File: config.mk
export PLATFORM = sky130hd
export DESIGN_NAME = sorted_alarm_queue_core
export DESIGN_NICKNAME = d
export VERILOG_FILES = /design/src/rtl/core/saq_pkg.sv /design/src/rtl/core/sorted_alarm_queue_core.sv /design/src/rtl/core/saq_cell.sv
export SDC_FILE = /design/constraint.sdc
export NUM_CORES = 2
export LEC_CHECK = 0
export BUFFER_PORTS_ARGS = -buffer_cell sky130_fd_sc_hd__buf_2
export CORE_MARGIN = 5
export CORE_UTILIZATION = 40
export DETAILED_ROUTE_END_ITERATION = 12
export PLACE_DENSITY = 0.64
export SLEW_MARGIN = 40
export SYNTH_ARGS = -nofsm -noshare
export SYNTH_HDL_FRONTEND = slang
export SYNTH_SLANG_ARGS = --single-unit
File: constraint.sdc
create_clock -name clk -period 9 [get_ports clk]
set_clock_uncertainty 0.2 [all_clocks]
set_input_delay 0.45 -clock clk [delete_from_list [all_inputs] [get_ports clk]]
set_output_delay 0.45 -clock clk [all_outputs]
set_load 0.02 [all_outputs]
File: src/rtl/core/saq_pkg.sv
`timescale 1ns / 1ps
// ----------------------------------------------------------------------------
// saq_pkg
// Types and constants shared by the sorted alarm queue core and its cells.
// ----------------------------------------------------------------------------
package saq_pkg;

  localparam int DEPTH   = 16;
  localparam int CNT_W   = $clog2(DEPTH + 1);
  localparam int TIME_W  = 40;
  localparam int ID_W    = 63;
  localparam int WAKE_W  = 27;
  localparam int PEND_W  = 5;
  localparam int SEC_W   = 17;

  localparam int MS_PER_S   = 1000;
  localparam int WAKE_CAP_S = 24 * 60 * 60;

  typedef enum logic [1:0] {
    KIND_INSERT = 2'd0,
    KIND_DELETE = 2'd1,
    KIND_CLEAR  = 2'd2,
    KIND_TICK   = 2'd3
  } saq_kind_t;

  typedef enum logic [0:0] {
    RES_STATUS = 1'b0,
    RES_FIRED  = 1'b1
  } saq_res_kind_t;

  typedef enum logic [1:0] {
    ST_OK        = 2'd0,
    ST_PAST      = 2'd1,
    ST_FULL      = 2'd2,
    ST_NOT_FOUND = 2'd3
  } saq_status_t;

  typedef struct packed {
    saq_kind_t          kind;
    logic [TIME_W-1:0]  alarm_time;
    logic [ID_W-1:0]    alarm_id;
    logic [TIME_W-1:0]  now;
  } saq_in_t;

  typedef struct packed {
    saq_res_kind_t      result_kind;
    saq_status_t        status;
    logic [TIME_W-1:0]  fired_time;
    logic [ID_W-1:0]    fired_id;
    logic [WAKE_W-1:0]  wake_ms;
    logic [PEND_W-1:0]  pending_count;
    logic               last;
  } saq_out_t;

  typedef struct packed {
    logic [TIME_W-1:0]  alarm_time;
    logic [ID_W-1:0]    alarm_id;
  } saq_entry_t;

  typedef enum logic [2:0] {
    CELL_HOLD = 3'd0,
    CELL_CMP  = 3'd1,
    CELL_INS  = 3'd2,
    CELL_DEL  = 3'd3,
    CELL_SHL  = 3'd4
  } saq_cell_op_t;

  typedef struct packed {
    saq_cell_op_t       op;
    logic [TIME_W-1:0]  key;
    saq_entry_t         new_entry;
  } saq_cell_ctl_t;

endpackage

File: src/rtl/core/sorted_alarm_queue_core.sv
`timescale 1ns / 1ps
// ----------------------------------------------------------------------------
// sorted_alarm_queue_core
// Sorted store of up to DEPTH alarms with insert, delete, clear and tick.
// ----------------------------------------------------------------------------
// Alarms sit in a chain of DEPTH cells in ascending time order; every cell
// compares its own time with the key into a register and then takes its
// neighbor's entry in the next cycle, so insert and delete cost the same
// at any fill level. An item is taken when start is high and busy is low.
// Each result is on out_item, marked by out_strobe for one cycle, and
// cannot be held off; each fired alarm of a tick follows its own head
// compare. Clear answers the cycle after it is taken and never raises busy.
// Delete passes through the compare and execute states; insert through
// compare, shift, then the states W1, W2 and EMIT that form the wake delay.
// Tick repeats a head compare and a shift of the whole chain for each alarm
// fired, then a head compare and the wake delay states. The last result of
// an item has last set and is on the ports as busy falls, or with busy already low.
// ----------------------------------------------------------------------------
module sorted_alarm_queue_core
  import saq_pkg::*;
(
  input  logic     clk,
  input  logic     rst_n,
  input  logic     start,
  output logic     busy,
  input  saq_in_t  in_item,
  output logic     out_strobe,
  output saq_out_t out_item
);

  typedef enum logic [2:0] {
    S_IDLE,
    S_CMP,
    S_EXEC,
    S_TCMP,
    S_TFIRE,
    S_W1,
    S_W2,
    S_EMIT
  } state_t;

  state_t             state_r, state_nxt;
  saq_in_t            cmd_r, cmd_nxt;
  logic [CNT_W-1:0]   count_r, count_nxt;
  logic               due_r, due_nxt;
  saq_status_t        status_r, status_nxt;
  logic [TIME_W-1:0]  diff_r, diff_nxt;
  logic               empty_r, empty_nxt;
  logic [SEC_W-1:0]   sec_r, sec_nxt;
  logic               out_strobe_r, out_strobe_nxt;
  saq_out_t           out_item_r, out_item_nxt;

  saq_cell_ctl_t      cell_ctl;
  saq_cell_op_t       cell_op;
  saq_entry_t         cell_entry [DEPTH];
  saq_entry_t         cell_prev  [DEPTH];
  saq_entry_t         cell_next  [DEPTH];
  logic [DEPTH-1:0]   lt_vec;
  logic [DEPTH-1:0]   eq_vec;
  logic [DEPTH-1:0]   prev_lt_vec;
  logic [DEPTH-1:0]   occ_vec;
  logic               any_eq;
  saq_entry_t         head;
  saq_entry_t         new_entry;

  function automatic saq_out_t status_item(saq_status_t st, logic [WAKE_W-1:0] wake,
                                           logic [CNT_W-1:0] cnt);
    saq_out_t            o;
    logic [CNT_W+PEND_W-1:0] ext;
    ext               = (CNT_W + PEND_W)'(cnt);
    o.result_kind     = RES_STATUS;
    o.status          = st;
    o.fired_time      = '0;
    o.fired_id        = '0;
    o.wake_ms         = wake;
    o.pending_count   = ext[PEND_W-1:0];
    o.last            = 1'b1;
    return o;
  endfunction

  function automatic saq_out_t fired_item(saq_entry_t e, logic [CNT_W-1:0] cnt);
    saq_out_t            o;
    logic [CNT_W+PEND_W-1:0] ext;
    ext               = (CNT_W + PEND_W)'(cnt);
    o.result_kind     = RES_FIRED;
    o.status          = ST_OK;
    o.fired_time      = e.alarm_time;
    o.fired_id        = e.alarm_id;
    o.wake_ms         = '0;
    o.pending_count   = ext[PEND_W-1:0];
    o.last            = 1'b0;
    return o;
  endfunction

  assign new_entry          = '{alarm_time: cmd_r.alarm_time, alarm_id: cmd_r.alarm_id};
  assign cell_ctl.op        = cell_op;
  assign cell_ctl.key       = cmd_r.alarm_time;
  assign cell_ctl.new_entry = new_entry;

  genvar gi;
  generate
    for (gi = 0; gi < DEPTH; gi++) begin : g_cell
      assign occ_vec[gi] = (CNT_W'(gi) < count_r);
      if (gi == 0) begin : g_first
        assign prev_lt_vec[gi] = 1'b1;
        assign cell_prev[gi]   = new_entry;
      end else begin : g_mid
        assign prev_lt_vec[gi] = lt_vec[gi-1];
        assign cell_prev[gi]   = cell_entry[gi-1];
      end
      if (gi == DEPTH - 1) begin : g_last
        assign cell_next[gi] = '0;
      end else begin : g_inner
        assign cell_next[gi] = cell_entry[gi+1];
      end
      saq_cell u_cell (
        .clk        (clk),
        .rst_n      (rst_n),
        .ctl        (cell_ctl),
        .occ        (occ_vec[gi]),
        .prev_lt    (prev_lt_vec[gi]),
        .prev_entry (cell_prev[gi]),
        .next_entry (cell_next[gi]),
        .entry      (cell_entry[gi]),
        .lt         (lt_vec[gi]),
        .eq         (eq_vec[gi])
      );
    end
  endgenerate

  assign any_eq = |eq_vec;
  assign head   = cell_entry[0];

  always_comb begin
    state_nxt      = state_r;
    cmd_nxt        = cmd_r;
    count_nxt      = count_r;
    due_nxt        = due_r;
    status_nxt     = status_r;
    diff_nxt       = diff_r;
    empty_nxt      = empty_r;
    sec_nxt        = sec_r;
    out_strobe_nxt = 1'b0;
    out_item_nxt   = out_item_r;
    cell_op        = CELL_HOLD;
    case (state_r)
      S_IDLE: begin
        if (start) begin
          cmd_nxt = in_item;
          case (in_item.kind)
            KIND_INSERT, KIND_DELETE: begin
              state_nxt = S_CMP;
            end
            KIND_CLEAR: begin
              count_nxt      = '0;
              out_strobe_nxt = 1'b1;
              out_item_nxt   = status_item(ST_OK, '0, '0);
            end
            KIND_TICK: begin
              state_nxt = S_TCMP;
            end
            default: begin
              state_nxt = S_IDLE;
            end
          endcase
        end
      end
      S_CMP: begin
        cell_op   = CELL_CMP;
        state_nxt = S_EXEC;
      end
      S_EXEC: begin
        if (cmd_r.kind == KIND_INSERT) begin
          if (!(cmd_r.alarm_time > cmd_r.now)) begin
            status_nxt = ST_PAST;
          end else if (any_eq) begin
            status_nxt = ST_OK;
          end else if (count_r >= CNT_W'(DEPTH)) begin
            status_nxt = ST_FULL;
          end else begin
            cell_op    = CELL_INS;
            count_nxt  = count_r + CNT_W'(1);
            status_nxt = ST_OK;
          end
          state_nxt = S_W1;
        end else begin
          out_strobe_nxt = 1'b1;
          if (any_eq) begin
            cell_op      = CELL_DEL;
            count_nxt    = count_r - CNT_W'(1);
            out_item_nxt = status_item(ST_OK, '0, count_r - CNT_W'(1));
          end else begin
            out_item_nxt = status_item(ST_NOT_FOUND, '0, count_r);
          end
          state_nxt = S_IDLE;
        end
      end
      S_TCMP: begin
        due_nxt   = (count_r != '0) && (head.alarm_time <= cmd_r.now);
        state_nxt = S_TFIRE;
      end
      S_TFIRE: begin
        if (due_r) begin
          cell_op        = CELL_SHL;
          count_nxt      = count_r - CNT_W'(1);
          out_strobe_nxt = 1'b1;
          out_item_nxt   = fired_item(head, count_r - CNT_W'(1));
          state_nxt      = S_TCMP;
        end else begin
          status_nxt = ST_OK;
          state_nxt  = S_W1;
        end
      end
      S_W1: begin
        diff_nxt  = (head.alarm_time > cmd_r.now) ? (head.alarm_time - cmd_r.now) : '0;
        empty_nxt = (count_r == '0);
        state_nxt = S_W2;
      end
      S_W2: begin
        if (diff_r <= TIME_W'(1)) begin
          sec_nxt = SEC_W'(1);
        end else if (diff_r > TIME_W'(WAKE_CAP_S)) begin
          sec_nxt = SEC_W'(WAKE_CAP_S);
        end else begin
          sec_nxt = diff_r[SEC_W-1:0];
        end
        state_nxt = S_EMIT;
      end
      S_EMIT: begin
        out_strobe_nxt = 1'b1;
        out_item_nxt   = status_item(status_r,
                                     empty_r ? '0 : WAKE_W'(sec_r) * WAKE_W'(MS_PER_S),
                                     count_r);
        state_nxt      = S_IDLE;
      end
      default: begin
        state_nxt = S_IDLE;
      end
    endcase
  end

  always_ff @(posedge clk) begin
    if (!rst_n) begin
      state_r      <= S_IDLE;
      count_r      <= '0;
      due_r        <= 1'b0;
      out_strobe_r <= 1'b0;
    end else begin
      state_r      <= state_nxt;
      count_r      <= count_nxt;
      due_r        <= due_nxt;
      out_strobe_r <= out_strobe_nxt;
      cmd_r        <= cmd_nxt;
      status_r     <= status_nxt;
      diff_r       <= diff_nxt;
      empty_r      <= empty_nxt;
      sec_r        <= sec_nxt;
      out_item_r   <= out_item_nxt;
    end
  end

  assign busy       = (state_r != S_IDLE);
  assign out_strobe = out_strobe_r;
  assign out_item   = out_item_r;

`ifndef SYNTHESIS
  a_count_bound: assert property (@(posedge clk) disable iff (!rst_n)
    count_r <= CNT_W'(DEPTH))
    else $error("alarm count above depth");

  a_fired_not_last: assert property (@(posedge clk) disable iff (!rst_n)
    (out_strobe && out_item.result_kind == RES_FIRED) |-> !out_item.last)
    else $error("fired item marked last");

  a_fire_needs_entry: assert property (@(posedge clk) disable iff (!rst_n)
    (state_r == S_TFIRE && due_r) |-> (count_r != '0))
    else $error("fire from empty store");

  a_tick_busy: assert property (@(posedge clk) disable iff (!rst_n)
    (start && !busy && in_item.kind == KIND_TICK) |=> (busy && !out_strobe))
    else $error("tick did not enter walk");
`endif

endmodule

File: src/rtl/core/saq_cell.sv
`timescale 1ns / 1ps
// ----------------------------------------------------------------------------
// saq_cell
// One slot of the sorted chain: holds an alarm, compares it against the key
// and takes data from its left or right neighbor on insert and removal.
// ----------------------------------------------------------------------------
module saq_cell
  import saq_pkg::*;
(
  input  logic          clk,
  input  logic          rst_n,
  input  saq_cell_ctl_t ctl,
  input  logic          occ,
  input  logic          prev_lt,
  input  saq_entry_t    prev_entry,
  input  saq_entry_t    next_entry,
  output saq_entry_t    entry,
  output logic          lt,
  output logic          eq
);

  saq_entry_t entry_r, entry_nxt;
  logic       lt_r, lt_nxt;
  logic       eq_r, eq_nxt;

  always_comb begin
    entry_nxt = entry_r;
    lt_nxt    = lt_r;
    eq_nxt    = eq_r;
    case (ctl.op)
      CELL_CMP: begin
        lt_nxt = occ && (entry_r.alarm_time < ctl.key);
        eq_nxt = occ && (entry_r.alarm_time == ctl.key);
      end
      CELL_INS: begin
        if (!lt_r) begin
          entry_nxt = prev_lt ? ctl.new_entry : prev_entry;
        end
      end
      CELL_DEL: begin
        if (!lt_r) begin
          entry_nxt = next_entry;
        end
      end
      CELL_SHL: begin
        entry_nxt = next_entry;
      end
      default: begin
        entry_nxt = entry_r;
      end
    endcase
  end

  always_ff @(posedge clk) begin
    if (!rst_n) begin
      lt_r <= 1'b0;
      eq_r <= 1'b0;
    end else begin
      lt_r <= lt_nxt;
      eq_r <= eq_nxt;
    end
  end

  always_ff @(posedge clk) begin
    entry_r <= entry_nxt;
  end

  assign entry = entry_r;
  assign lt    = lt_r;
  assign eq    = eq_r;

endmodule

# Word level (Yosys, flattened, before mapping)
# Cells that the tools add are included.
# classes
n_mul,1
n_reduce_logical,69
n_eq_ne,73
n_mux,103
add_sub_neg,3
order_cmp,38
# op_table
cell,n
103-bit one-hot mux with 3 select lines,16
103-bit two-way mux,47
40-bit == test,16
40-bit < comparator,16
139-bit two-way mux,4
139-bit one-hot mux with 4 select lines,1
138-bit two-way mux,1
40-bit greater-than comparator,2
"2-bit inequality test, second input constant",37
3-bit AND reduction,17
"40-bit by 17-bit greater-than comparator with 1-bit output, second input constant",1
"40-bit by 1-bit less-or-equal comparator with 1-bit output, second input constant",1
40-bit less-or-equal comparator,1
"4-bit by 5-bit < comparator with 1-bit output, first input constant",8
5-bit two-way mux,8
40-bit subtractor,1
1-bit logical AND,33
27-bit two-way mux,1
"17-bit by 7-bit multiplier with 24-bit output, second input constant",1
3-bit one-hot mux with 8 select lines,1
"3-bit by 5-bit < comparator with 1-bit output, first input constant",4
2-bit two-way mux,9
17-bit two-way mux,1
16-bit OR reduction,1
other kinds (33),59
# totals
wordCells,371
ff_bits,2034

# Logic depth before layout (Yosys ltp)
# depth
depth_word,9
ltp_mapped,18

# Modules after synthesis
# Synthesis repeated with hierarchy kept, for this count alone.
# hier_totals
cells_unflattened,11118
hier_area_um2,119535.9
# by_module_without_submodules
module,n_inst,cells_each,area_per_inst_um2
saq_cell (g_cell[0].u_cell ...),15,602,6314.8
sorted_alarm_queue_core,1,1488,18482.7
saq_cell (g_cell[15].u_cell),1,600,6331.1

# Worst setup path before layout
# No wires, ideal clock.
# synth_timing
kind,register to register
from,"register cmd_r, in the netlist cell_ctl[100]"
to,"register g_cell[12].u_cell.entry_r, in the netlist g_cell[12].u_cell.entry[0], enable pin"
stages_incl_launch_ff,12
arrival_time_ns,7.943
slack_ns,0.258
required_time_ns,8.201
synth_period_minus_slack_ns,8.742
cell_sequence,edfxtp_1 > ha_1 > nand4_1 > or3_1 > or4_1 > a21oi_1 > a2111oi_1 > or3_4 > a211o_4 > nand2b_4 > buf_6 > a21oi_1
# synth_via
elab_chain_len,7
# synth_lines
element,line_no,text
"start, declared",sorted_alarm_queue_core.sv:43,"saq_in_t cmd_r, cmd_nxt;"
"start signal, assigned",sorted_alarm_queue_core.sv:253,cmd_r <= cmd_nxt;
40-bit greater-than comparator (*),sorted_alarm_queue_core.sv:174,if (!(cmd_r.alarm_time > cmd_r.now)) begin
2-bit two-way mux (*),sorted_alarm_queue_core.sv:174,
3-bit two-way mux (*),sorted_alarm_queue_core.sv:173,if (cmd_r.kind == KIND_INSERT) begin
3-bit one-hot mux with 3 select lines (*),sorted_alarm_queue_core.sv:146,case (state_r)
3-bit by 2-bit == test with 1-bit output / 3-bit == test (equally long branches),saq_cell.sv:30,case (ctl.op)
2-bit inequality test (no source line) / 3-bit nonzero test (equally long branches),-,
3-bit AND reduction (no source line) (*),-,
"end signal, assigned",saq_cell.sv:65,entry_r <= entry_nxt;
"end, declared",saq_cell.sv:22,"saq_entry_t entry_r, entry_nxt;"
# Mark *: on every way between the ends. The rest lies on a longest branch, timed or not.
# A chain may end at the register's enable or synchronous reset.

# Final worst setup path
# layout_timing
from,"register cmd_r, in the netlist cell_ctl[102]"
to,"register g_cell[11].u_cell.entry_r, in the netlist g_cell[11].u_cell.entry[12], enable pin"
# layout_via
elab_chain_len,7
# layout_lines
element,line_no
40-bit greater-than comparator (*),sorted_alarm_queue_core.sv:174
2-bit two-way mux (*),sorted_alarm_queue_core.sv:174
3-bit two-way mux (*),sorted_alarm_queue_core.sv:173
3-bit one-hot mux with 3 select lines (*),sorted_alarm_queue_core.sv:146
3-bit by 2-bit == test with 1-bit output / 3-bit == test (equally long branches),saq_cell.sv:30
2-bit inequality test (no source line) / 3-bit nonzero test (equally long branches),-
3-bit AND reduction (no source line) (*),-
"end signal, assigned",saq_cell.sv:65
"end, declared",saq_cell.sv:22
# Marked as above.

==> results_dict.tcl <==
set metrics [dict create \
    syn_inst 10300 \
    crit_arrival_ps 6340 \
    wl_um 335000 \
    pin_count 289 \
    hp-class "in2reg" \
    ys_dominant_reg_cell "edfxtp_1" \
    whs_ps 83.6 \
    power_density_nw_per_um2 165 \
    synth_top_area_share_pct 51.8 \
    insertion_delay_ps 950 \
    port_buffers 285 \
    drive_gt1_share_pct 8.29 \
    synth_async_sr_flop_share_pct 0 \
    path_buf_inv 1 \
    p_switching_mw 5.14 \
    ys_ff_latch 2031 \
    p_total_mw 21.4 \
    cts_setup_buffers 0 \
    ant_nets 0 \
    critical-path-max-stage-delay_ps 830 \
    drv_cap 0 \
    routabilityCongestion 0.959 \
    required_ps 9290 \
    routedWlPerCell_um 23.3 \
    setup_viol 0 \
    synth_edf_count 1989 \
    yosysSeqAreaShare_pct 52.5 \
    crit_path_max_fanout 34 \
    cpMaxStageDelayCell "a21oi_4" \
    slew_headroom_pct 37.5 \
    synth.area.top_cells "edfxtp_1, mux2i_1, ha_1" \
    synth_area_per_cell_sq_um 11.2 \
    final_area_sq_um 129000 \
    syn_area_sq_um 115000 \
    p_seq_share_pct 50.9 \
    timing.rr.start "cell_ctl[102]$_DFFE_PP_" \
    drv_slew 0 \
    antenna_found_initial 6 \
    grt_max_degree 263 \
    tightest_slew_ps 915 \
    synth.distinct_cells 73 \
    path_cells "ha_1 > nand4_1 > or3_1 > or4_1 > a21oi_1 > a2111oi_1 > or3_4 > a211o_4 > nand2b_4 > a21oi_4 > buf_4" \
    critPathKind "reg2reg" \
    p_leak_nw 42.3 \
    vdd_drop_max_uv 171 \
    finalHoldViolCount 0 \
    critPathLaunchType "register" \
    grt_setup_unrepaired "false" \
    drc 0 \
    clockBufferDepth 4 \
    die_h_um 547 \
    die_area_sq_um 299000 \
    vias 81900 \
    nets 11400 \
    initial_core_util_pct 40.1 \
    vias_per_cell 5.70 \
    tns_ps 0 \
    placed_area_sq_um 121000 \
    swShare_pct 24.1 \
    worstSetupEndpointType "register" \
    track_usage_pct 21.4 \
    power_frac_comb_pct 7.1 \
    ys_warn_count 0 \
    clock_sinks 2031 \
    numCtsBuffers 225 \
    grt_pass1_vias 81500 \
    dpl.hpwl_um 231000 \
    clk_pin_slew_ps 60 \
    rows 197 \
    drt_iter0_markers 8185 \
    status "finished clean" \
    fmax_mhz 165 \
    areaGrowthSynthToFinish_pct 12.1 \
    post-place-ws_ps 2910 \
    hold_start "in_item[72]" \
    drtPass1Iterations 6 \
    synth_area_leader_cell "edfxtp_1" \
    setup_ws_ps 2960 \
    htreeDepth 4 \
    cts_root_buf "clkbuf_16" \
    clkPwrFrac_pct 42.0 \
    grt_pass1_wl_um 505000 \
    cp_top_family "simple AND/OR/NAND/NOR gates" \
    p_int_mw 16.2 \
    core-area_sq_um 287000 \
    min_period_ps 6040 \
    cts_tree "yes" \
    crit_start "cell_ctl[102]$_DFFE_PP_" \
    dieWidth_um 547 \
    grt_overflow_total 0 \
    min_period_over_period_pct 67.1 \
]
flip-flops by register name, summed over array words and instances, names as in the netlist:
register / cells
g_cell.u_cell.entry: 1648
out_item: 136
cell_ctl: 103
cmd_r: 42
diff_r: 40
sec_r: 17
g_cell.u_cell.eq: 16
g_cell.u_cell.lt: 16
count_r: 5
state_r: 3
status_r: 2
due_r: 1
empty_r: 1
out_strobe: 1
cells in the mapped netlist (81+ instances only):
cell type / count
mux2i_1: 1546
nand4_1: 166
a21o_1: 206
ha_1: 778
inv_1: 201
clkbuf_1: 597
nand2_1: 1611
and3_1: 118
buf_2: 81
a21oi_1: 264
nor2_1: 269
edfxtp_1: 1989
o21ai_0: 1663
cell usage in the layout (no fill, tap or decap), types with 22 or more instances in the layout:
cell / synthesis / final
a211oi_1: 30 / 29
a21o_1: 206 / 206
a21oi_1: 264 / 257
and2_1: 22 / 22
and3_1: 118 / 117
buf_2: 81 / 285
buf_4: 3 / 102
buf_6: 2 / 24
clkbuf_1: 597 / 58
clkbuf_16: 0 / 227
clkinv_1: 2 / 49
clkinv_2: 0 / 37
dfxtp_1: 42 / 26
dlygate4sd3_1: 0 / 157
edfxtp_1: 1989 / 1989
fa_1: 59 / 59
ha_1: 778 / 778
inv_1: 201 / 201
mux2_2: 63 / 63
mux2i_1: 1546 / 1546
nand2_1: 1611 / 1610
nand2b_1: 41 / 41
nand3_1: 57 / 57
nand4_1: 166 / 166
nor2_1: 269 / 268
nor2b_1: 73 / 72
nor3_1: 55 / 52
nor4_1: 44 / 41
o21ai_0: 1663 / 1660
xnor2_1: 29 / 29
logic make-up after synthesis:
logic type               share of synthesized area, %
AND/OR/NAND/NOR                                  9.44
AO/OA/AOI/OAI                                    11.1
flip-flops                                       52.5
multiplexers                                     14.0
buffers and inverters                            3.04
adder cells (fa/ha/maj)                          9.47
XOR/XNOR                                        0.380
other                                         0.00325
through the flow:
stage,std cells,util [%]
after floorplan,10300,-
after global placement,13800,41.9
after detailed placement,13800,42.0
after CTS,14400,44.9
after global routing,14400,45.0
final,14400,45.0
per-layer routing:
metal,vias to the layer above,wire length [um],track usage [%]
met2,2849,154000,34.7
met5,-,12,0
met1,40300,150000,29.9
li1,38200,-,-
met3,467,20500,2.79
met4,2,11500,6.68
area by class of cell:
| class | count | area [sq um] |
|---|---|---|
| clock buffer | 290 | 5970 |
| tap | 3781 | 4730 |
| antenna | 6 | 15.0 |
| clock inverter | 117 | 996 |
| multi-input combinational | 7339 | 51500 |
| inverter | 203 | 762 |
| sequential | 2031 | 60600 |
| fill | 26400 | 158000 |
| timing repair buffer | 600 | 4690 |
final timing paths:
check	to	slack (ps)	cells after the start
worst min-delay path	cell_ctl[32]$_DFFE_PP_	80	2
worst max-delay path	g_cell[11].u_cell.entry[12]$_DFFE_PP_	2960	11
worst min register to register	g_cell[14].u_cell.entry[51]$_DFFE_PP_	260	2
worst max register to register	g_cell[11].u_cell.entry[12]$_DFFE_PP_	2960	11
power groups by stage:
stage	sequential, mW	combinational (mW)	clock [mW]
floorplan	11.0	0.940	0
global placement	11.1	1.39	0
detailed placement	11.1	1.44	0
CTS	10.9	1.51	9.15
global route	10.9	1.66	9.54
finish	10.9	1.51	8.98
what timing repair did:
| item | 4_1_cts | 5_1_grt |
|---|---|---|
| hold endpoints to repair | 170 | 0 |
| resized for setup | 0 | 0 |
| hold buffers | 157 | 0 |
(Power assumes the default switching activity.)
